===== config.mk =====
export PLATFORM = sky130hd
export DESIGN_NAME = affine_cipher_alphabet_core
export DESIGN_NICKNAME = d
export VERILOG_FILES = /design/src/rtl/aca_pkg.sv /design/src/rtl/aca_key_unit.sv /design/src/rtl/aca_pipe.sv /design/src/rtl/affine_cipher_alphabet_core.sv
export VERILOG_INCLUDE_DIRS = /design/src /design/src/rtl
export SDC_FILE = /design/constraint.sdc
export NUM_CORES = 1
export LEC_CHECK = 0
export BUFFER_PORTS_ARGS = -buffer_cell sky130_fd_sc_hd__buf_2
export CAP_MARGIN = 20
export CORE_ASPECT_RATIO = 0.7
export CORE_MARGIN = 1.5
export CORE_UTILIZATION = 37
export CTS_CLUSTER_DIAMETER = 120
export DETAILED_ROUTE_END_ITERATION = 6
export HOLD_SLACK_MARGIN = 0.03
export SYNTH_ARGS = -nofsm -noshare
export SYNTH_HDL_FRONTEND = slang
export SYNTH_HIERARCHICAL = 1
export SYNTH_SLANG_ARGS = --single-unit
export TNS_END_PERCENT = 50

===== constraint.sdc =====
create_clock -name clk -period 8.3 [get_ports clk]
set_input_delay 2.49 -clock clk [delete_from_list [all_inputs] [get_ports clk]]
set_output_delay 2.49 -clock clk [all_outputs]
set_load 0.005 [all_outputs]

===== src/rtl/affine_cipher_alphabet_core_defines.svh =====
// Assertion helpers shared by aca_key_unit and aca_pipe
`ifndef AFFINE_CIPHER_ALPHABET_CORE_DEFINES_SVH
`define AFFINE_CIPHER_ALPHABET_CORE_DEFINES_SVH

// Same-cycle implication, disabled while reset is low
`define ACA_ASSERT_IMP(label, clk, rst_n, ante, cons) \
  label: assert property (@(posedge clk) disable iff (!rst_n) (ante) |-> (cons)) \
    else $error("aca: assertion failed");

// Next-cycle implication, disabled while reset is low
`define ACA_ASSERT_NXT(label, clk, rst_n, ante, cons) \
  label: assert property (@(posedge clk) disable iff (!rst_n) (ante) |=> (cons)) \
    else $error("aca: assertion failed");

`endif


===== src/rtl/aca_pkg.sv =====
`default_nettype none

package aca_pkg;

  // Alphabet sizes (both prime)
  localparam logic [6:0] SIZE_ENG = 7'd71;
  localparam logic [6:0] SIZE_CYR = 7'd83;

  // Index of the first digit in each alphabet
  localparam logic [6:0] BASE_ENG = 7'd52;
  localparam logic [6:0] BASE_CYR = 7'd64;

  // Reciprocals for mod-by-constant: q = (p * RECIP) >> RECIP_SHIFT, exact for p < 8192
  localparam logic [12:0] RECIP_ENG   = 13'd7385;
  localparam logic [12:0] RECIP_CYR   = 13'd6317;
  localparam int          RECIP_SHIFT = 19;

  // Character codes
  localparam logic [15:0] CH_NEWLINE = 16'h000A;
  localparam logic [15:0] CH_UP_A    = 16'h0041;
  localparam logic [15:0] CH_UP_Z    = 16'h005A;
  localparam logic [15:0] CH_LO_A    = 16'h0061;
  localparam logic [15:0] CH_LO_Z    = 16'h007A;
  localparam logic [15:0] CH_DIG_0   = 16'h0030;
  localparam logic [15:0] CH_DIG_9   = 16'h0039;
  localparam logic [15:0] CH_CYR_LO0 = 16'h0430;
  localparam logic [15:0] CH_CYR_LO1 = 16'h044F;
  localparam logic [15:0] CH_CYR_UP0 = 16'h0410;
  localparam logic [15:0] CH_CYR_UP1 = 16'h042F;
  localparam logic [15:0] CH_COMMA   = 16'h002C;
  localparam logic [15:0] CH_PERIOD  = 16'h002E;
  localparam logic [15:0] CH_SPACE   = 16'h0020;
  localparam logic [15:0] CH_EXCL    = 16'h0021;
  localparam logic [15:0] CH_QUEST   = 16'h003F;
  localparam logic [15:0] CH_SEMI    = 16'h003B;
  localparam logic [15:0] CH_COLON   = 16'h003A;
  localparam logic [15:0] CH_DQUOTE  = 16'h0022;
  localparam logic [15:0] CH_SQUOTE  = 16'h0027;

  // Configuration register indexes
  localparam logic [1:0] REG_LANGUAGE   = 2'd0;
  localparam logic [1:0] REG_DIRECTION  = 2'd1;
  localparam logic [1:0] REG_MULTIPLIER = 2'd2;
  localparam logic [1:0] REG_SHIFT      = 2'd3;

  // Key values derived from the configuration
  typedef struct packed {
    logic       ok;
    logic [6:0] mult_mod;
    logic [6:0] shift_mod;
    logic [6:0] inv;
  } key_t;

  function automatic logic [6:0] alpha_size(input logic lang);
    return lang ? SIZE_CYR : SIZE_ENG;
  endfunction

  // Character code to alphabet index, 0 when absent
  function automatic logic [6:0] char_to_index(input logic [15:0] c, input logic lang);
    logic [6:0] base;
    logic [6:0] idx;
    base = lang ? BASE_CYR : BASE_ENG;
    idx  = 7'd0;
    if (lang && c >= CH_CYR_LO0 && c <= CH_CYR_LO1) begin
      idx = 7'(c - CH_CYR_LO0);
    end else if (lang && c >= CH_CYR_UP0 && c <= CH_CYR_UP1) begin
      idx = 7'd32 + 7'(c - CH_CYR_UP0);
    end else if (!lang && c >= CH_UP_A && c <= CH_UP_Z) begin
      idx = 7'(c - CH_UP_A);
    end else if (!lang && c >= CH_LO_A && c <= CH_LO_Z) begin
      idx = 7'd26 + 7'(c - CH_LO_A);
    end else if (c >= CH_DIG_0 && c <= CH_DIG_9) begin
      idx = base + 7'(c - CH_DIG_0);
    end else begin
      unique case (c)
        CH_COMMA:  idx = base + 7'd10;
        CH_PERIOD: idx = base + 7'd11;
        CH_SPACE:  idx = base + 7'd12;
        CH_EXCL:   idx = base + 7'd13;
        CH_QUEST:  idx = base + 7'd14;
        CH_SEMI:   idx = base + 7'd15;
        CH_COLON:  idx = base + 7'd16;
        CH_DQUOTE: idx = base + 7'd17;
        CH_SQUOTE: idx = base + 7'd18;
        default:   idx = 7'd0;
      endcase
    end
    return idx;
  endfunction

  // Alphabet index (below size) to character code
  function automatic logic [15:0] index_to_char(input logic [6:0] idx, input logic lang);
    logic [6:0]  base;
    logic [6:0]  off;
    logic [15:0] ch;
    base = lang ? BASE_CYR : BASE_ENG;
    off  = idx - base;
    ch   = 16'h0000;
    if (lang && idx < 7'd32) begin
      ch = CH_CYR_LO0 + {9'b0, idx};
    end else if (lang && idx < 7'd64) begin
      ch = CH_CYR_UP0 + {9'b0, idx - 7'd32};
    end else if (!lang && idx < 7'd26) begin
      ch = CH_UP_A + {9'b0, idx};
    end else if (!lang && idx < 7'd52) begin
      ch = CH_LO_A + {9'b0, idx - 7'd26};
    end else if (idx >= base && off < 7'd10) begin
      ch = CH_DIG_0 + {9'b0, off};
    end else if (idx >= base) begin
      unique case (off)
        7'd10:   ch = CH_COMMA;
        7'd11:   ch = CH_PERIOD;
        7'd12:   ch = CH_SPACE;
        7'd13:   ch = CH_EXCL;
        7'd14:   ch = CH_QUEST;
        7'd15:   ch = CH_SEMI;
        7'd16:   ch = CH_COLON;
        7'd17:   ch = CH_DQUOTE;
        7'd18:   ch = CH_SQUOTE;
        default: ch = 16'h0000;
      endcase
    end
    return ch;
  endfunction

endpackage

`default_nettype wire


===== src/rtl/aca_key_unit.sv =====
`default_nettype none

// Derives multiplier mod size, shift mod size, key validity and the
// modular inverse after every configuration write.
module aca_key_unit
  import aca_pkg::*;
(
  input  wire logic       clk,
  input  wire logic       rst_n,
  input  wire logic       reload,
  input  wire logic       lang,
  input  wire logic [9:0] mult,
  input  wire logic [9:0] shift,
  output key_t            key,
  output logic            busy
);

  localparam logic [2:0] ST_IDLE = 3'd0;
  localparam logic [2:0] ST_LOAD = 3'd1;
  localparam logic [2:0] ST_RED  = 3'd2;
  localparam logic [2:0] ST_CHK  = 3'd3;
  localparam logic [2:0] ST_INV  = 3'd4;

  logic [2:0] state_r, state_nxt;
  logic [9:0] mult_acc_r, mult_acc_nxt;
  logic [9:0] shift_acc_r, shift_acc_nxt;
  logic [1:0] step_r, step_nxt;
  logic [6:0] acc_r, acc_nxt;
  logic [6:0] x_r, x_nxt;
  key_t       key_r, key_nxt;

  logic [6:0] size;
  logic [9:0] sub;
  logic [7:0] acc_sum;

  assign size    = alpha_size(lang);
  assign sub     = 10'(size) << step_r;
  assign acc_sum = {1'b0, acc_r} + {1'b0, mult_acc_r[6:0]};

  // Sequencer: load, reduce by size*8..size*1, check, inverse search
  always_comb begin
    state_nxt     = state_r;
    mult_acc_nxt  = mult_acc_r;
    shift_acc_nxt = shift_acc_r;
    step_nxt      = step_r;
    acc_nxt       = acc_r;
    x_nxt         = x_r;
    key_nxt       = key_r;
    unique case (state_r)
      ST_IDLE: begin
      end
      ST_LOAD: begin
        mult_acc_nxt  = mult;
        shift_acc_nxt = shift;
        step_nxt      = 2'd3;
        state_nxt     = ST_RED;
      end
      ST_RED: begin
        if (mult_acc_r >= sub) begin
          mult_acc_nxt = mult_acc_r - sub;
        end
        if (shift_acc_r >= sub) begin
          shift_acc_nxt = shift_acc_r - sub;
        end
        step_nxt = step_r - 2'd1;
        if (step_r == 2'd0) begin
          state_nxt = ST_CHK;
        end
      end
      ST_CHK: begin
        key_nxt.mult_mod  = mult_acc_r[6:0];
        key_nxt.shift_mod = shift_acc_r[6:0];
        if (mult_acc_r[6:0] == 7'd0) begin
          // size is prime: only a multiple of it shares a factor
          key_nxt.ok  = 1'b0;
          key_nxt.inv = 7'd0;
          state_nxt   = ST_IDLE;
        end else begin
          acc_nxt   = mult_acc_r[6:0];
          x_nxt     = 7'd1;
          state_nxt = ST_INV;
        end
      end
      ST_INV: begin
        if (acc_r == 7'd1) begin
          key_nxt.ok  = 1'b1;
          key_nxt.inv = x_r;
          state_nxt   = ST_IDLE;
        end else begin
          acc_nxt = (acc_sum >= {1'b0, size}) ? 7'(acc_sum - {1'b0, size}) : acc_sum[6:0];
          x_nxt   = x_r + 7'd1;
        end
      end
      default: begin
        state_nxt = ST_IDLE;
      end
    endcase
    if (reload) begin
      state_nxt = ST_LOAD;
    end
  end

  always_ff @(posedge clk) begin
    if (!rst_n) begin
      state_r           <= ST_IDLE;
      key_r.ok          <= 1'b1;
      key_r.mult_mod    <= 7'd1;
      key_r.shift_mod   <= 7'd0;
      key_r.inv         <= 7'd1;
    end else begin
      state_r <= state_nxt;
      key_r   <= key_nxt;
    end
  end

  // Working registers
  always_ff @(posedge clk) begin
    mult_acc_r  <= mult_acc_nxt;
    shift_acc_r <= shift_acc_nxt;
    step_r      <= step_nxt;
    acc_r       <= acc_nxt;
    x_r         <= x_nxt;
  end

  assign key  = key_r;
  assign busy = (state_r != ST_IDLE);

`include "affine_cipher_alphabet_core_defines.svh"

  `ACA_ASSERT_NXT(a_busy_after_write, clk, rst_n, reload, busy)
  `ACA_ASSERT_IMP(a_ok_matches_mult, clk, rst_n, !busy, key.ok == (key.mult_mod != 7'd0))
  `ACA_ASSERT_IMP(a_inv_in_range, clk, rst_n, !busy && key.ok, key.inv != 7'd0 && key.inv < size)

endmodule

`default_nettype wire


===== src/rtl/aca_pipe.sv =====
`default_nettype none

// Five-stage character pipeline: index, affine product, reciprocal
// quotient, remainder, character map.
module aca_pipe
  import aca_pkg::*;
(
  input  wire logic        clk,
  input  wire logic        rst_n,
  input  wire logic        in_fire,
  input  wire logic [15:0] in_char,
  input  wire logic        lang,
  input  wire logic        dir,
  input  wire key_t        key,
  output logic             out_valid,
  output logic [15:0]      out_char,
  output logic             out_key_ok
);

  logic [6:0] size;
  logic [12:0] recip;
  assign size  = alpha_size(lang);
  assign recip = lang ? RECIP_CYR : RECIP_ENG;

  logic        v1_r, v2_r, v3_r, v4_r, v5_r;
  logic        nl1_r, nl2_r, nl3_r, nl4_r;
  logic [6:0]  idx1_r;
  logic [12:0] p2_r, p3_r;
  logic [6:0]  q3_r;
  logic [6:0]  rem4_r;
  logic [15:0] char5_r;
  logic        ok5_r;

  // Stage 2 operands: encode idx*m + s, decode inv*(idx - s)
  logic [7:0]  diff;
  logic [6:0]  op_a, op_b, op_c;
  logic [13:0] p2_nxt;
  assign diff = (idx1_r >= key.shift_mod) ? {1'b0, idx1_r - key.shift_mod}
                                          : {1'b0, idx1_r} + {1'b0, size}
                                            - {1'b0, key.shift_mod};
  always_comb begin
    if (!dir) begin
      op_a = idx1_r;
      op_b = key.mult_mod;
      op_c = key.shift_mod;
    end else begin
      op_a = diff[6:0];
      op_b = key.inv;
      op_c = 7'd0;
    end
  end
  assign p2_nxt = (14'(op_a) * 14'(op_b)) + 14'(op_c);

  // Stage 3: quotient by reciprocal multiply
  logic [25:0] qprod;
  assign qprod = 26'(p2_r) * 26'(recip);

  // Stage 4: remainder with one correction step
  logic [13:0] qm;
  logic [13:0] r14;
  logic [13:0] rem_nxt;
  assign qm      = 14'(q3_r) * 14'(size);
  assign r14     = {1'b0, p3_r} - qm;
  assign rem_nxt = (r14 >= 14'(size)) ? r14 - 14'(size) : r14;

  // Stage 5: output character
  logic [15:0] char_nxt;
  always_comb begin
    if (!key.ok) begin
      char_nxt = 16'h0000;
    end else if (nl4_r) begin
      char_nxt = CH_NEWLINE;
    end else begin
      char_nxt = index_to_char(rem4_r, lang);
    end
  end

  // Valid bits
  always_ff @(posedge clk) begin
    if (!rst_n) begin
      v1_r <= 1'b0;
      v2_r <= 1'b0;
      v3_r <= 1'b0;
      v4_r <= 1'b0;
      v5_r <= 1'b0;
    end else begin
      v1_r <= in_fire;
      v2_r <= v1_r;
      v3_r <= v2_r;
      v4_r <= v3_r;
      v5_r <= v4_r;
    end
  end

  // Data stages
  always_ff @(posedge clk) begin
    idx1_r  <= char_to_index(in_char, lang);
    nl1_r   <= (in_char == CH_NEWLINE);
    p2_r    <= p2_nxt[12:0];
    nl2_r   <= nl1_r;
    p3_r    <= p2_r;
    q3_r    <= qprod[RECIP_SHIFT +: 7];
    nl3_r   <= nl2_r;
    rem4_r  <= rem_nxt[6:0];
    nl4_r   <= nl3_r;
    char5_r <= char_nxt;
    ok5_r   <= key.ok;
  end

  assign out_valid  = v5_r;
  assign out_char   = char5_r;
  assign out_key_ok = ok5_r;

`include "affine_cipher_alphabet_core_defines.svh"

  `ACA_ASSERT_IMP(a_word_arrives, clk, rst_n, in_fire, ##5 out_valid)
  `ACA_ASSERT_IMP(a_no_phantom, clk, rst_n, out_valid, $past(in_fire, 5))
  `ACA_ASSERT_IMP(a_rem_range, clk, rst_n, v4_r, rem4_r < size)

endmodule

`default_nettype wire


===== src/rtl/affine_cipher_alphabet_core.sv =====
`default_nettype none

// Channel  Handshake              Payload
// -------  ---------------------  ------------------------------------
// input    start & !busy          in_char[15:0]
// result   out_valid (1 cycle)    out_char[15:0], out_key_ok
// config   cfg_valid & cfg_ready  cfg_index[1:0], cfg_data[9:0]
//
// One word per cycle while busy is low; a taken word passes through the index,
// product, quotient, remainder and character stages. After a config write, busy
// stays high while the key unit reduces the key and searches the inverse.
// rst_n is synchronous; after reset the key is valid at once and busy is low.
// The result side cannot stall; the pipeline never holds a word.
module affine_cipher_alphabet_core
  import aca_pkg::*;
(
  input  wire logic        clk,
  input  wire logic        rst_n,
  input  wire logic        start,
  output logic             busy,
  input  wire logic [15:0] in_char,
  output logic             out_valid,
  output logic [15:0]      out_char,
  output logic             out_key_ok,
  input  wire logic        cfg_valid,
  output logic             cfg_ready,
  input  wire logic [1:0]  cfg_index,
  input  wire logic [9:0]  cfg_data
);

  logic       lang_r;
  logic       dir_r;
  logic [9:0] mult_r;
  logic [9:0] shift_r;
  logic       cfg_we;
  logic       in_fire;
  logic       key_busy;
  key_t       key;

  assign cfg_ready = 1'b1;
  assign cfg_we    = cfg_valid && cfg_ready;
  assign busy      = key_busy;
  assign in_fire   = start && !busy;

  // Configuration registers
  always_ff @(posedge clk) begin
    if (!rst_n) begin
      lang_r  <= 1'b0;
      dir_r   <= 1'b0;
      mult_r  <= 10'd1;
      shift_r <= 10'd0;
    end else if (cfg_we) begin
      unique case (cfg_index)
        REG_LANGUAGE:   lang_r  <= cfg_data[0];
        REG_DIRECTION:  dir_r   <= cfg_data[0];
        REG_MULTIPLIER: mult_r  <= cfg_data;
        REG_SHIFT:      shift_r <= cfg_data;
        default: begin
        end
      endcase
    end
  end

  aca_key_unit u_key (
    .clk    (clk),
    .rst_n  (rst_n),
    .reload (cfg_we),
    .lang   (lang_r),
    .mult   (mult_r),
    .shift  (shift_r),
    .key    (key),
    .busy   (key_busy)
  );

  aca_pipe u_pipe (
    .clk        (clk),
    .rst_n      (rst_n),
    .in_fire    (in_fire),
    .in_char    (in_char),
    .lang       (lang_r),
    .dir        (dir_r),
    .key        (key),
    .out_valid  (out_valid),
    .out_char   (out_char),
    .out_key_ok (out_key_ok)
  );

endmodule

`default_nettype wire


==> results of run 1 <==
cells in the final DEF, fill, tap and decap left out, types with 27 or more instances in the layout:
cell type | netlist | routed
sky130_fd_sc_hd__dfxtp_1 | 113 | 112
sky130_fd_sc_hd__inv_1 | 300 | 300
sky130_fd_sc_hd__ha_1 | 268 | 268
sky130_fd_sc_hd__o21ai_0 | 77 | 77
sky130_fd_sc_hd__nand2_1 | 154 | 154
sky130_fd_sc_hd__a21oi_1 | 73 | 73
sky130_fd_sc_hd__nor2b_1 | 27 | 27
sky130_fd_sc_hd__nor2_1 | 145 | 145
sky130_fd_sc_hd__fa_1 | 130 | 130
sky130_fd_sc_hd__mux2i_1 | 34 | 34
sky130_fd_sc_hd__xor2_1 | 28 | 28
sky130_fd_sc_hd__nor3_1 | 28 | 28
sky130_fd_sc_hd__buf_2 | 8 | 43
sky130_fd_sc_hd__nand3_1 | 40 | 40
sky130_fd_sc_hd__edfxtp_1 | 36 | 36
sky130_fd_sc_hd__xnor2_1 | 62 | 62
final cells by class:
type / count / area (um^2) / share of cell area [%]
Tap cell: 603 / 754 / 4.13
Multi-Input combinational cell: 1428 / 12200 / 66.7
Clock inverter: 13 / 119 / 0.651
Inverter: 301 / 1130 / 6.19
Clock buffer: 19 / 453 / 2.48
Timing Repair Buffer: 50 / 268 / 1.47
Sequential cell: 149 / 3340 / 18.3
through the flow:
stage / util, % / instance area [um^2]
6_report: 40.5 / 18200
5_1_grt: 40.5 / 18200
4_1_cts: 40.5 / 18200
3_5_place_dp: 39.2 / 17700
3_3_place_gp: 39.2 / 17700
2_1_floorplan: - / 16900
flip-flops by register name, summed over array words and instances (netlist names), 2 cells and up:
name / count
u_pipe/rem4_r: 7
u_key/acc_r: 7
u_pipe/q3_r: 7
u_key/x_r: 7
shift_r: 10
u_key/step_r: 2
u_pipe/idx1_r: 7
u_key/key: 22
u_pipe/p3_r: 13
u_pipe/p2_r: 13
u_key/shift_acc_r: 10
u_key/state_r: 3
u_pipe/out_char: 9
mult_r: 10
u_key/mult_acc_r: 10
power by group through the flow:
stage	Clock, uW	Sequential [uW]	Combinational [uW]
after floorplan	0	851	698
after global placement	0	878	870
after detailed placement	0	877	883
after CTS	799	861	890
after global routing	825	870	1010
final	772	861	893
per-layer routing:
metal | part of all wire [%] | wire length [um] | up-vias | global-route usage, %
met5 | 0 | 0 | - | 0
met3 | 4.5 | 1780 | 34 | 2.81
met2 | 43 | 17000 | 262 | 26.2
met4 | 0.88 | 346 | 0 | 3.37
li1 | - | - | 6538 | -
met1 | 51 | 20200 | 6320 | 25.8
logic make-up after synthesis:
group	Yosys count	synth area share (%)
fa+ha+maj	398	35.2
mux	36	2.15
buf+inv	363	8.36
flops	149	19.8
xor+xnor	90	4.66
other cells	2	0.0444
simple gates	543	15.7
compound gates	351	14.1
worst max-delay path, delay by kind of cell, from the launching register on:
kind	cells	cell delay, ns
simple gates	2	0.31
buf+inv	3	0.19
mux	1	0.58
fa+ha+maj	6	2.44
xor+xnor	1	0.10
flops	1	0.33
compound gates	11	2.36
worst paths after layout:
| check | from | end | slack, ns | cells after the start |
|---|---|---|---|---|
| hold / removal | u_pipe/nl2_r | u_pipe/nl3_r | 0.33 | 0 |
| setup / recovery | u_key/key[8] | u_pipe/p2_r[12] | 1.86 | 24 |
| setup reg to reg | u_key/key[8] | u_pipe/p2_r[12] | 1.86 | 24 |
| hold reg to reg | u_pipe/nl2_r | u_pipe/nl3_r | 0.33 | 0 |
==> flow_summary.rst, run 1 <==
.. list-table::
   :header-rows: 1

   * - Metric
     - Value
   * - Setup violations, final
     - 0
   * - Static Leakage
     - roughly 0.0086 uW
   * - Sequential fraction of the synthesis area
     - 19.8%
   * - H-tree lvl count
     - 4
   * - Overall overflow remaining after global route
     - 0
   * - Switching share of power
     - 36.5%
   * - Count of max-cap constraint violations
     - 0
   * - Routed via count
     - 13200
   * - Clock Skews
     - 0.0123 ns
   * - Yosys top cell area share
     - between 10% and 20%
   * - Sinks on the clock net
     - ~150
   * - Area added between synthesis and finish
     - 7.93%
   * - Highest clock frequency the design can meet
     - 155 MHz
   * - Smallest setup slack after layout
     - 1.86 ns
   * - Critical path class
     - reg -> reg
   * - Num rows
     - 65
   * - Critical Path Start Type
     - flop
   * - Ratio of total power to cell area
     - 138 nW/um^2
   * - Top cells by area, synth
     - sky130_fd_sc_hd__ha_1 (20%), sky130_fd_sc_hd__fa_1 (15%), sky130_fd_sc_hd__dfxtp_1 (13%)
   * - Routed wire length per instance
     - around 15 um
   * - Final weighted congestion of routability-driven global placement
     - 0.883
   * - Fin Setup TNS
     - 0 ns
   * - Internal portion of total power
     - 1600 uW
   * - Starting utilization of the core area
     - between 30% and 40%
   * - Violation count after the first detailed-route iteration
     - 1210
   * - Final Hold Fails
     - 0
   * - Transition time of the tightest slew-check pin
     - 1.04 ns
   * - Commonest cells post-synth
     - sky130_fd_sc_hd__inv_1 (300), sky130_fd_sc_hd__ha_1 (268), sky130_fd_sc_hd__nand2_1 (154)
   * - Post-layout min period
     - 6.44 ns
   * - Die outline area
     - 47000 um^2
   * - Gate Count Post-Synth
     - 1932
   * - Number of buffers created by CTS
     - 17
   * - Post-layout net count
     - 2377
   * - Initial antenna violation count
     - 0
   * - Yosys warnings
     - 6
   * - Clock tree from TritonCTS
     - yes
   * - Number of distinct library cells after synthesis
     - 82
   * - Number of inserted diodes
     - 0
   * - Vias in the first global route
     - between 10000 and 15000
   * - Primary flip-flop cell chosen by synthesis mapping
     - sky130_fd_sc_hd__dfxtp_1
   * - DR vias/cell
     - approximately 5
   * - Gr usage total
     - 17.3%
   * - Part of the power in registers
     - 34.1%
   * - Crit path cell chain
     - inv_1 > ha_1 > nor2b_1 > o21a_1 > o21a_1 > o31a_1 > o21a_1 > nor2_1 > mux2i_1 > a211oi_1 > fa_1 > fa_1 > ha_1 > inv_1 > fa_1 > inv_1 > ha_1 > a21oi_1 > o21ai_0 > a21o_1 > a21oi_1 > o21ai_0 > a211oi_1 > xor2_1
   * - Fraction of final layout cells sized beyond drive strength 1
     - approximately 6.7%
   * - Slowest cell on the critical path
     - sky130_fd_sc_hd__mux2i_1
   * - Portion of total power attributed to combinational logic
     - 35.3%
   * - Number of detailed-route iterations in the first pass
     - 7
   * - Worst Hold Margin
     - 0.332 ns
   * - DIE HEIGHT
     - 182 um
   * - Dominant cell by count in the synthesized netlist
     - sky130_fd_sc_hd__inv_1
   * - Share of synthesized flip-flops with an asynchronous set or reset
     - 0%
   * - Count of non-filler cells in the finished layout
     - 2563
   * - Normalized max-slew margin
     - 30.6%
   * - DRC viols
     - 0
   * - Slowest stage delay, CP
     - 0.58 ns
   * - Clock latency at the later pin of the worst-skew pair
     - between 0.4 and 0.5 ns
   * - Post-CTS setup buffers
     - 0
   * - Standard cell core area
     - ~45000 um^2
   * - HPWL after DPL
     - between 30 and 40 mm
   * - Net Switching
     - a little over 900 uW
   * - Data arrival time of the critical path
     - 6.75 ns
   * - Clock power share
     - 30.6%
   * - Number of nets still failing antenna checks after routing
     - 0
   * - Critical Path RT
     - 8.61 ns
   * - Post-synth EDFFs
     - 36
   * - Period utilisation layout
     - 77.6%
   * - Hold WC Path Type
     - reg -> reg
   * - Final wirelength
     - 39.4 mm
   * - Filler cell count
     - 4542
   * - Die outline width
     - 259 um
   * - Total I/O pin count
     - 52
   * - Resized cells post-CTS
     - 0
   * - Unrepaired setup endpoints after global routing
     - no
   * - Cell at the root of the clock tree
     - sky130_fd_sc_hd__clkbuf_16
   * - Maximum number of pins on one net before global-route repair
     - 63
   * - Status
     - completed
   * - Cell area after synthesis
     - between 15000 and 20000 um^2
   * - Pwr Total
     - ~2500 uW
   * - Clock transition at the registers of the reported paths
     - 0.06 ns
   * - Count of hold-fix buffers inserted at cts
     - 0
   * - Dominant cell type by area after synthesis
     - sky130_fd_sc_hd__ha_1
   * - Synthesized flop and latch total
     - around 150
   * - Max-slew violation count
     - 0
   * - Average cell area after synthesis
     - just under 9 um^2
   * - Wire length of the first global-routing pass
     - 66.1 mm
   * - Count of buffers from port buffering
     - 43
   * - Largest fanout on the critical path
     - 9
   * - Dpl ws
     - 1.92 ns
   * - Placed Cells
     - 2531
   * - Worst Setup End Kind
     - flop
   * - IR drop worst, VDD
     - 0.000120 V
   * - Maximum clock path buffer count
     - 2
Power figures use the tool's default switching activity.
==> inputs of run 2 (changes only) <==
Settings changed: ABC_AREA set to 1.
Clock period 8.3 ns to 6.55 ns, I/O delays scaled along.
==> run 2 against run 1 <==
Effect of this change: the run now ends with DRC left; wire length rose by 7.0%; via count rose by 13%; combinational power rose by 130%; maximum frequency rose by 4.4%; first-iteration DRC count fell by 15%; area after synthesis rose by 5.7%; synthesized cell count rose by 23%; clock skew rose by 0.0070 ns; sequential power rose by 30%; cell count rose by 19%; clock-buffer cell count fell by 2; critical path type unchanged; largest power group unchanged.
==> flow_summary.rst, run 2 <==
.. list-table::
   :header-rows: 1

   * - Metric
     - Value
   * - Count of max-cap constraint violations
     - 0 (unchanged)
   * - Number of buffers created by CTS
     - 17 (unchanged)
   * - Maximum number of pins on one net before global-route repair
     - 55 (-13%)
   * - Data arrival time of the critical path
     - 6.49 ns (-0.26 ns)
   * - Commonest cells post-synth
     - sky130_fd_sc_hd__inv_1 (476), sky130_fd_sc_hd__nand2_1 (456), sky130_fd_sc_hd__ha_1 (268)
   * - Hold WC Path Type
     - reg -> reg
   * - Final wirelength
     - 42.1 mm (+7.0%)
   * - Highest clock frequency the design can meet
     - 162 MHz (+4.4%)
   * - Net Switching
     - 1880 uW (+100%)
   * - Number of nets still failing antenna checks after routing
     - 0 (unchanged)
   * - Vias in the first global route
     - 14200 (+10%)
   * - Yosys top cell area share
     - 18.8% (-1.1 points)
   * - Gr usage total
     - 17.4% (+0.11 points)
   * - Gate Count Post-Synth
     - 2378 (+23%)
   * - Failing checks
     - DRC
   * - Core utilization of the finished layout
     - 40.4% (-0.086 points)
   * - Ratio of total power to cell area
     - 217 nW/um^2 (+57%)
   * - Clock tree from TritonCTS
     - yes
   * - Die outline width
     - 266 um (+2.8%)
   * - Routed wire length per instance
     - 13.8 um (-10%)
   * - Static Leakage
     - 0.0104 uW (+20%)
   * - Critical Path RT
     - 6.87 ns (-1.74 ns)
   * - DRC viols
     - 5 (+5)
   * - Average cell area after synthesis
     - 7.52 um^2 (-14%)
   * - Reg2Reg Setup Slack
     - 0.38 ns (-1.48 ns)
   * - Count of hold-fix buffers inserted at cts
     - 0 (unchanged)
   * - DR vias/cell
     - 4.89 (-4.7%)
   * - HPWL after DPL
     - 34.9 mm (+11%)
   * - Routed via count
     - 14900 (+13%)
   * - Largest fanout on the critical path
     - 8 (-1)
   * - Resized cells post-CTS
     - 0 (unchanged)
   * - Clock Skews
     - 0.0193 ns (+0.00699 ns)
   * - Overall overflow remaining after global route
     - 0 (unchanged)
   * - Post-layout net count
     - 2842 (+20%)
   * - Die outline area
     - 49700 um^2 (+5.6%)
   * - Status
     - finished, violations left
   * - Internal portion of total power
     - 2310 uW (+44%)
   * - H-tree lvl count
     - 4 (unchanged)
   * - Period utilisation layout
     - 94.2% (+17 points)
   * - Fraction of final layout cells sized beyond drive strength 1
     - 7.84% (+1.2 points)
   * - Met3 layer wire length in the routed design
     - 2.32 mm (+30%)
   * - Portion of total power attributed to combinational logic
     - 49.4% (+14 points)
   * - Number of inserted diodes
     - 0 (unchanged)
   * - Synthesized flop and latch total
     - 149 (unchanged)
   * - IR drop worst, VDD
     - 0.000172 V (+44%)
   * - Share of synthesized flip-flops with an asynchronous set or reset
     - 0% (unchanged)
   * - Total I/O pin count
     - 52 (unchanged)
   * - Post-layout min period
     - 6.17 ns (-0.270 ns)
   * - Critical Path Start Type
     - flop
   * - Part of the power in registers
     - 26.7% (-7.4 points)
   * - Setup violations, final
     - 0 (unchanged)
   * - Post-CTS setup buffers
     - 0 (unchanged)
   * - Primary flip-flop cell chosen by synthesis mapping
     - sky130_fd_sc_hd__dfxtp_1
   * - Fin Setup TNS
     - 0 ns (unchanged)
   * - Final weighted congestion of routability-driven global placement
     - 0.908 (+2.8%)
   * - Transition time of the tightest slew-check pin
     - 0.827 ns (-0.213 ns)
   * - Violation count after the first detailed-route iteration
     - 1025 (-15%)
   * - Sinks on the clock net
     - 149 (unchanged)
   * - Worst Setup End Kind
     - flop
   * - Initial antenna violation count
     - 0 (unchanged)
   * - Unrepaired setup endpoints after global routing
     - no
   * - Wire length of the first global-routing pass
     - 70.7 mm (+7.0%)
   * - Clock power share
     - 23.9% (-6.7 points)
   * - Num rows
     - 67 (+3.1%)
   * - Detailed-route wire length on metal 1
     - 22.6 mm (+12%)
   * - Flip-flop count of the largest register, all copies and words added
     - 22 (unchanged)
   * - Number of distinct library cells after synthesis
     - 59 (-28%)
   * - Standard cell core area
     - 47800 um^2 (+6.1%)
   * - Dominant cell type by area after synthesis
     - sky130_fd_sc_hd__ha_1
   * - Total length of routed met2 wires
     - 16.8 mm (-1.2%)
   * - Top sig layer
     - met4
   * - DIE HEIGHT
     - 187 um (+2.8%)
   * - Maximum clock path buffer count
     - 2 (unchanged)
   * - Yosys warnings
     - 6 (unchanged)
   * - Cell at the root of the clock tree
     - sky130_fd_sc_hd__clkbuf_16
   * - Normalized max-slew margin
     - 44.9% (+14 points)
   * - Final Hold Fails
     - 0 (unchanged)
   * - Area added between synthesis and finish
     - 8.06%
   * - Most frequent standard cell in the layout excluding fill and tap cells
     - sky130_fd_sc_hd__inv_1
   * - Highest-count cells in the layout ignoring fill and taps
     - sky130_fd_sc_hd__inv_1 (476), sky130_fd_sc_hd__nand2_1 (456), sky130_fd_sc_hd__ha_1 (268), sky130_fd_sc_hd__nor2_1 (222), sky130_fd_sc_hd__fa_1 (130)
   * - Count of buffers from port buffering
     - 43 (unchanged)
   * - Max-slew violation count
     - 0 (unchanged)
   * - Number of detailed-route iterations in the first pass
     - 7 (unchanged)
   * - Critical path class
     - reg -> reg
   * - Clock latency at the later pin of the worst-skew pair
     - 0.46 ns (about the same)
   * - Switching share of power
     - 44.9% (+8.4 points)
   * - Dominant cell by count in the synthesized netlist
     - sky130_fd_sc_hd__inv_1
   * - Clock transition at the registers of the reported paths
     - 0.07 ns (about the same)
   * - Sequential fraction of the synthesis area
     - 18.7% (-1.1 points)
   * - Cell area after synthesis
     - 17900 um^2 (+5.7%)
   * - Top cells by area, synth
     - sky130_fd_sc_hd__ha_1 (19%), sky130_fd_sc_hd__fa_1 (15%), sky130_fd_sc_hd__dfxtp_1 (13%)
   * - Starting utilization of the core area
     - 37.4% (-0.12 points)
   * - Post-synth EDFFs
     - 36 (unchanged)
-- run 2: cell types whose count changed in the layout (fill, tap and decap cells not counted), moves of 21 or more --
cell	change
sky130_fd_sc_hd__xnor2_1	-31
sky130_fd_sc_hd__mux2i_1	-34
sky130_fd_sc_hd__nand2_1	+302
sky130_fd_sc_hd__xor2_1	+28
sky130_fd_sc_hd__nand3_1	+79
sky130_fd_sc_hd__nor2b_1	-27
sky130_fd_sc_hd__nand2b_1	-21
sky130_fd_sc_hd__a211oi_1	-21
sky130_fd_sc_hd__nor2_1	+77
sky130_fd_sc_hd__inv_1	+176
sky130_fd_sc_hd__a21oi_1	+37
-- run 2: critical path, stage by stage, from the launching register on --
cell,delay (ns)
sky130_fd_sc_hd__dfxtp_2,0.42
sky130_fd_sc_hd__inv_2,0.06
sky130_fd_sc_hd__fa_1,0.50
sky130_fd_sc_hd__inv_1,0.05
sky130_fd_sc_hd__ha_1,0.28
sky130_fd_sc_hd__ha_1,0.35
sky130_fd_sc_hd__a21oi_1,0.14
sky130_fd_sc_hd__nand2_1,0.07
sky130_fd_sc_hd__xor2_1,0.14
sky130_fd_sc_hd__a21oi_1,0.13
sky130_fd_sc_hd__o21ai_0,0.09
sky130_fd_sc_hd__o21ai_1,0.27
sky130_fd_sc_hd__nor2_1,0.12
sky130_fd_sc_hd__fa_1,0.56
sky130_fd_sc_hd__fa_1,0.45
sky130_fd_sc_hd__fa_1,0.55
sky130_fd_sc_hd__inv_1,0.06
sky130_fd_sc_hd__fa_1,0.53
sky130_fd_sc_hd__inv_1,0.04
sky130_fd_sc_hd__ha_1,0.34
sky130_fd_sc_hd__a21oi_1,0.22
sky130_fd_sc_hd__o21ai_0,0.16
sky130_fd_sc_hd__nand2_1,0.09
sky130_fd_sc_hd__nand3_1,0.09
sky130_fd_sc_hd__xor2_1,0.17
sky130_fd_sc_hd__xor2_1,0.16
-- run 2: area by class of cell --
| type | instances | area [um^2] |
|---|---|---|
| fill | 4995 | 28500 |
| tap | 621 | 777 |
| clock inverter | 15 | 170 |
| timing repair buffer | 53 | 290 |
| multi-input combinational | 1699 | 12500 |
| clock buffer | 17 | 425 |
| sequential | 149 | 3340 |
| inverter | 492 | 1850 |
-- run 2: cell families (layout without fill, tap and decap cells) --
logic type,after synthesis,after routing,share of synthesized area (%)
DFF,149,149,18.7
AOI/OAI and AO/OA,284,284,8.90
xor gates and xnor gates,89,89,4.45
buffers and inverters,538,577,11.8
adders and majority gates,398,398,33.3
other,2,10,0.0420
and+or+nand+nor,918,918,22.8
-- run 2: worst paths after layout --
check | to | cells past startpoint | startpoint
worst max-delay path | u_pipe/p2_r[12] | 25 | lang_r
worst min-delay path | u_pipe/nl4_r | 0 | u_pipe/nl3_r
worst max register to register | u_pipe/p2_r[12] | 25 | lang_r
worst min register to register | u_pipe/nl4_r | 0 | u_pipe/nl3_r
-- run 2: per-stage QoR --
| step | hold WS [ns] | total power [uW] | cell area (um^2) | worst slack, ns | std cells |
|---|---|---|---|---|---|
| after floorplan | 0.310 | 2740 | 17900 | 0.397 | 2386 |
| after global placement | 0.312 | 3170 | 18700 | 0.522 | 3012 |
| after detailed placement | 0.315 | 3200 | 18700 | 0.409 | 3012 |
| after CTS | 0.331 | 4230 | 19300 | 0.373 | 3044 |
| after global routing | 0.332 | 4590 | 19300 | 0.0210 | 3046 |
| final | 0.328 | 4200 | 19300 | 0.381 | 3046 |
-- run 2: metal layers --
| metal | global-route usage, % | vias to the layer above |
|---|---|---|
| li1 | - | 7547 |
| met1 | 27.4 | 6963 |
| met2 | 24.6 | 348 |
| met3 | 3.00 | 33 |
| met4 | 3.17 | 0 |
| met5 | 0 | - |
-- run 2: power groups by stage --
stage | registers [uW] | clock network, uW | logic [uW]
after global routing | 1130 | 1070 | 2380
final | 1120 | 1000 | 2070
after floorplan | 1110 | 0 | 1630
after CTS | 1120 | 1030 | 2080
after global placement | 1140 | 0 | 2030
after detailed placement | 1150 | 0 | 2060
==> inputs of run 3 (changes only) <==
Settings changed: CORE_UTILIZATION 37 to 50, PLACE_DENSITY set to 0.66.
==> run 3 against run 2 <==
Effect of this change: the flow now finishes without violations; total power shrank 1.5%; sequential share of layout area rose by 0.21 points; register-to-register slack lost 0.05 ns.
==> flow_summary.rst, run 3 (synthesized netlist as in run 2, its figures left out) <==
.. list-table::
   :header-rows: 1

   * - Metric
     - Value
   * - Period utilisation layout
     - 95.0% (+0.78 points)
   * - Violation count after the first detailed-route iteration
     - 1258 (+23%)
   * - Worst Hold Margin
     - 0.331 ns (+0.00298 ns)
   * - DIE HEIGHT
     - 161 um (-14%)
   * - Vias in the first global route
     - 14200 (-0.23%)
   * - RR Endpoint
     - u_pipe/p2_r[12]
   * - Highest-count cells in the layout ignoring fill and taps
     - sky130_fd_sc_hd__inv_1 (476), sky130_fd_sc_hd__nand2_1 (456), sky130_fd_sc_hd__ha_1 (268), sky130_fd_sc_hd__nor2_1 (222), sky130_fd_sc_hd__fa_1 (130)
   * - IR drop worst, VDD
     - 0.000177 V (+3.2%)
   * - Number of inserted diodes
     - 0 (unchanged)
   * - Routed wire length per instance
     - 14.3 um (+3.1%)
   * - Cell at the root of the clock tree
     - sky130_fd_sc_hd__clkbuf_16
   * - Area added between synthesis and finish
     - 6.74%
   * - Routed via count
     - 14900 (-0.081%)
   * - Total I/O pin count
     - 52 (unchanged)
   * - Number of detailed-route iterations in the first pass
     - 7 (unchanged)
   * - Post-layout net count
     - 2839 (-0.11%)
   * - DR vias/cell
     - 5.14 (+5.2%)
   * - Slowest cell on the critical path
     - sky130_fd_sc_hd__fa_1
   * - Number of buffers created by CTS
     - 17 (unchanged)
   * - Critical Path Start Type
     - flop
   * - Overall overflow remaining after global route
     - 0 (unchanged)
   * - Final wirelength
     - 41.2 mm (-2.1%)
   * - Highest clock frequency the design can meet
     - 161 MHz (-0.82%)
   * - Unrepaired setup endpoints after global routing
     - no
   * - Hold_sp
     - u_pipe/nl3_r
   * - Status
     - completed
   * - Hold Path End
     - u_pipe/nl4_r
   * - Data arrival time of the critical path
     - 6.54 ns (+0.05 ns)
   * - Maximum clock path buffer count
     - 2 (unchanged)
   * - Static Leakage
     - 0.0103 uW (-0.30%)
   * - H-tree lvl count
     - 4 (unchanged)
   * - Clock Skews
     - 0.0167 ns (-0.00253 ns)
   * - Maximum number of pins on one net before global-route repair
     - 59 (+7.3%)
   * - Ratio of total power to cell area
     - 217 nW/um^2 (-0.27%)
   * - Sinks on the clock net
     - 149 (unchanged)
   * - Reg2Reg Setup Slack
     - 0.33 ns (-0.05 ns)
   * - Normalized max-slew margin
     - 28.7% (-16 points)
   * - HPWL after DPL
     - 34.1 mm (-2.5%)
   * - Number of nets still failing antenna checks after routing
     - 0 (unchanged)
   * - Final weighted congestion of routability-driven global placement
     - 0.939 (+3.5%)
   * - Cell family with most CP delay
     - adder cells
   * - Initial antenna violation count
     - 0 (unchanged)
   * - Number of cell instances on the worst register-to-register path
     - 25 (unchanged)
   * - Number of buffers and inverters on the critical path
     - 4 (unchanged)
   * - Transition time of the tightest slew-check pin
     - 1.07 ns (+0.240 ns)
   * - FF-to-FF Start
     - lang_r
   * - Worst Setup End Kind
     - flop
   * - Setup violations, final
     - 0 (unchanged)
   * - Standard cell core area
     - 34900 um^2 (-27%)
   * - Num rows
     - 57 (-15%)
   * - Cell count of the worst hold path
     - 0 (unchanged)
   * - Count of buffers from port buffering
     - 43 (unchanged)
   * - Most used cell along the critical path
     - sky130_fd_sc_hd__fa_1
   * - Fraction of final layout cells sized beyond drive strength 1
     - 7.68% (-0.16 points)
   * - Gr usage total
     - 23.1% (+5.7 points)
   * - Count of max-cap constraint violations
     - 0 (unchanged)
   * - DRC viols
     - 0 (-5)
   * - Hold WC Path Type
     - reg -> reg
   * - Flip-flop count of the largest register, all copies and words added
     - 22 (unchanged)
   * - Pwr Total
     - 4140 uW (-1.5%)
   * - Most frequent standard cell in the layout excluding fill and tap cells
     - sky130_fd_sc_hd__inv_1
   * - Final Hold Fails
     - 0 (unchanged)
   * - Die outline area
     - 36900 um^2 (-26%)
   * - Clock tree from TritonCTS
     - yes
   * - Slowest stage delay, CP
     - 0.56 ns (about the same)
   * - Max-slew violation count
     - 0 (unchanged)
   * - Clock transition at the registers of the reported paths
     - 0.07 ns (about the same)
   * - Clock latency at the later pin of the worst-skew pair
     - 0.45 ns (about the same)
   * - Wire length of the first global-routing pass
     - 69.6 mm (-1.6%)
   * - Largest fanout on the critical path
     - 8 (unchanged)
   * - Fin Setup TNS
     - 0 ns (unchanged)
   * - Critical path class
     - reg -> reg
   * - Die outline width
     - 229 um (-14%)
   * - Starting utilization of the core area
     - 51.1% (+14 points)
   * - Critical Path RT
     - 6.87 ns (about the same)
   * - Post-layout min period
     - 6.22 ns (+0.0511 ns)
==> run 3: changes by cell type in the layout (fill, tap and decap cells not counted) <==
cell,previous run,this run
sky130_fd_sc_hd__buf_6,0,1
sky130_fd_sc_hd__buf_4,10,6
sky130_fd_sc_hd__inv_8,7,3
sky130_fd_sc_hd__clkinv_4,1,4
sky130_fd_sc_hd__clkbuf_1,0,1
sky130_fd_sc_hd__clkinv_8,3,1
sky130_fd_sc_hd__inv_6,3,5
==> run 3: cell type report <==
type / instances / area (um^2)
Fill cell: 3365 / 15900
Multi-Input combinational cell: 1699 / 12500
Sequential cell: 149 / 3340
Inverter: 492 / 1850
Tap cell: 472 / 591
Clock buffer: 18 / 429
Timing Repair Buffer: 50 / 272
Clock inverter: 14 / 136
==> run 3: worst max-delay path by stage <==
stage | startpoint | end | slack (ns) | cells past startpoint
floorplan | lang_r | u_pipe/p2_r[12] | 0.40 | 26
global placement | lang_r | u_pipe/p2_r[12] | 0.53 | 25
detailed placement | lang_r | u_pipe/p2_r[12] | 0.33 | 25
CTS | lang_r | u_pipe/p2_r[12] | 0.31 | 25
global route | lang_r | u_pipe/p2_r[12] | 0.04 | 25
finish | lang_r | u_pipe/p2_r[12] | 0.33 | 25
==> run 3: metal layers <==
metal / routed length [um] / up-vias / share of wire (%) / GRT usage, %
li1: - / 7538 / - / -
met1: 22100 / 6942 / 54 / 36.1
met2: 16600 / 374 / 40 / 33.3
met3: 2220 / 25 / 5.4 / 4.06
met4: 294 / 0 / 0.71 / 3.89
met5: 0 / - / 0 / 0
==> run 3: what timing repair did <==
action | 4_1_cts | 5_1_grt
gates resized for setup | 0 | 1
setup endpoints to repair | 0 | 1
hold buffers | 0 | 0
buffers inserted | 0 | 0
==> run 3: stage by stage <==
step / std cells / instance area [um^2] / setup slack, ns / utilization [%]
final: 2894 / 19100 / 0.330 / 54.6
after global routing: 2894 / 19100 / 0.0399 / 54.6
after CTS: 2893 / 19100 / 0.310 / 54.6
after detailed placement: 2861 / 18500 / 0.333 / 52.9
after global placement: 2861 / 18500 / 0.526 / 52.9
after floorplan: 2386 / 17900 / 0.397 / -
==> run 3: where the power goes <==
| part | internal [uW] | leakage [uW] | total (uW) | switching [uW] |
|---|---|---|---|---|
| Combinational | 772 | 0.00880 | 2060 | 1290 |
| Sequential | 1030 | 0.00125 | 1120 | 91.1 |
| Clock | 503 | 0.000275 | 956 | 453 |
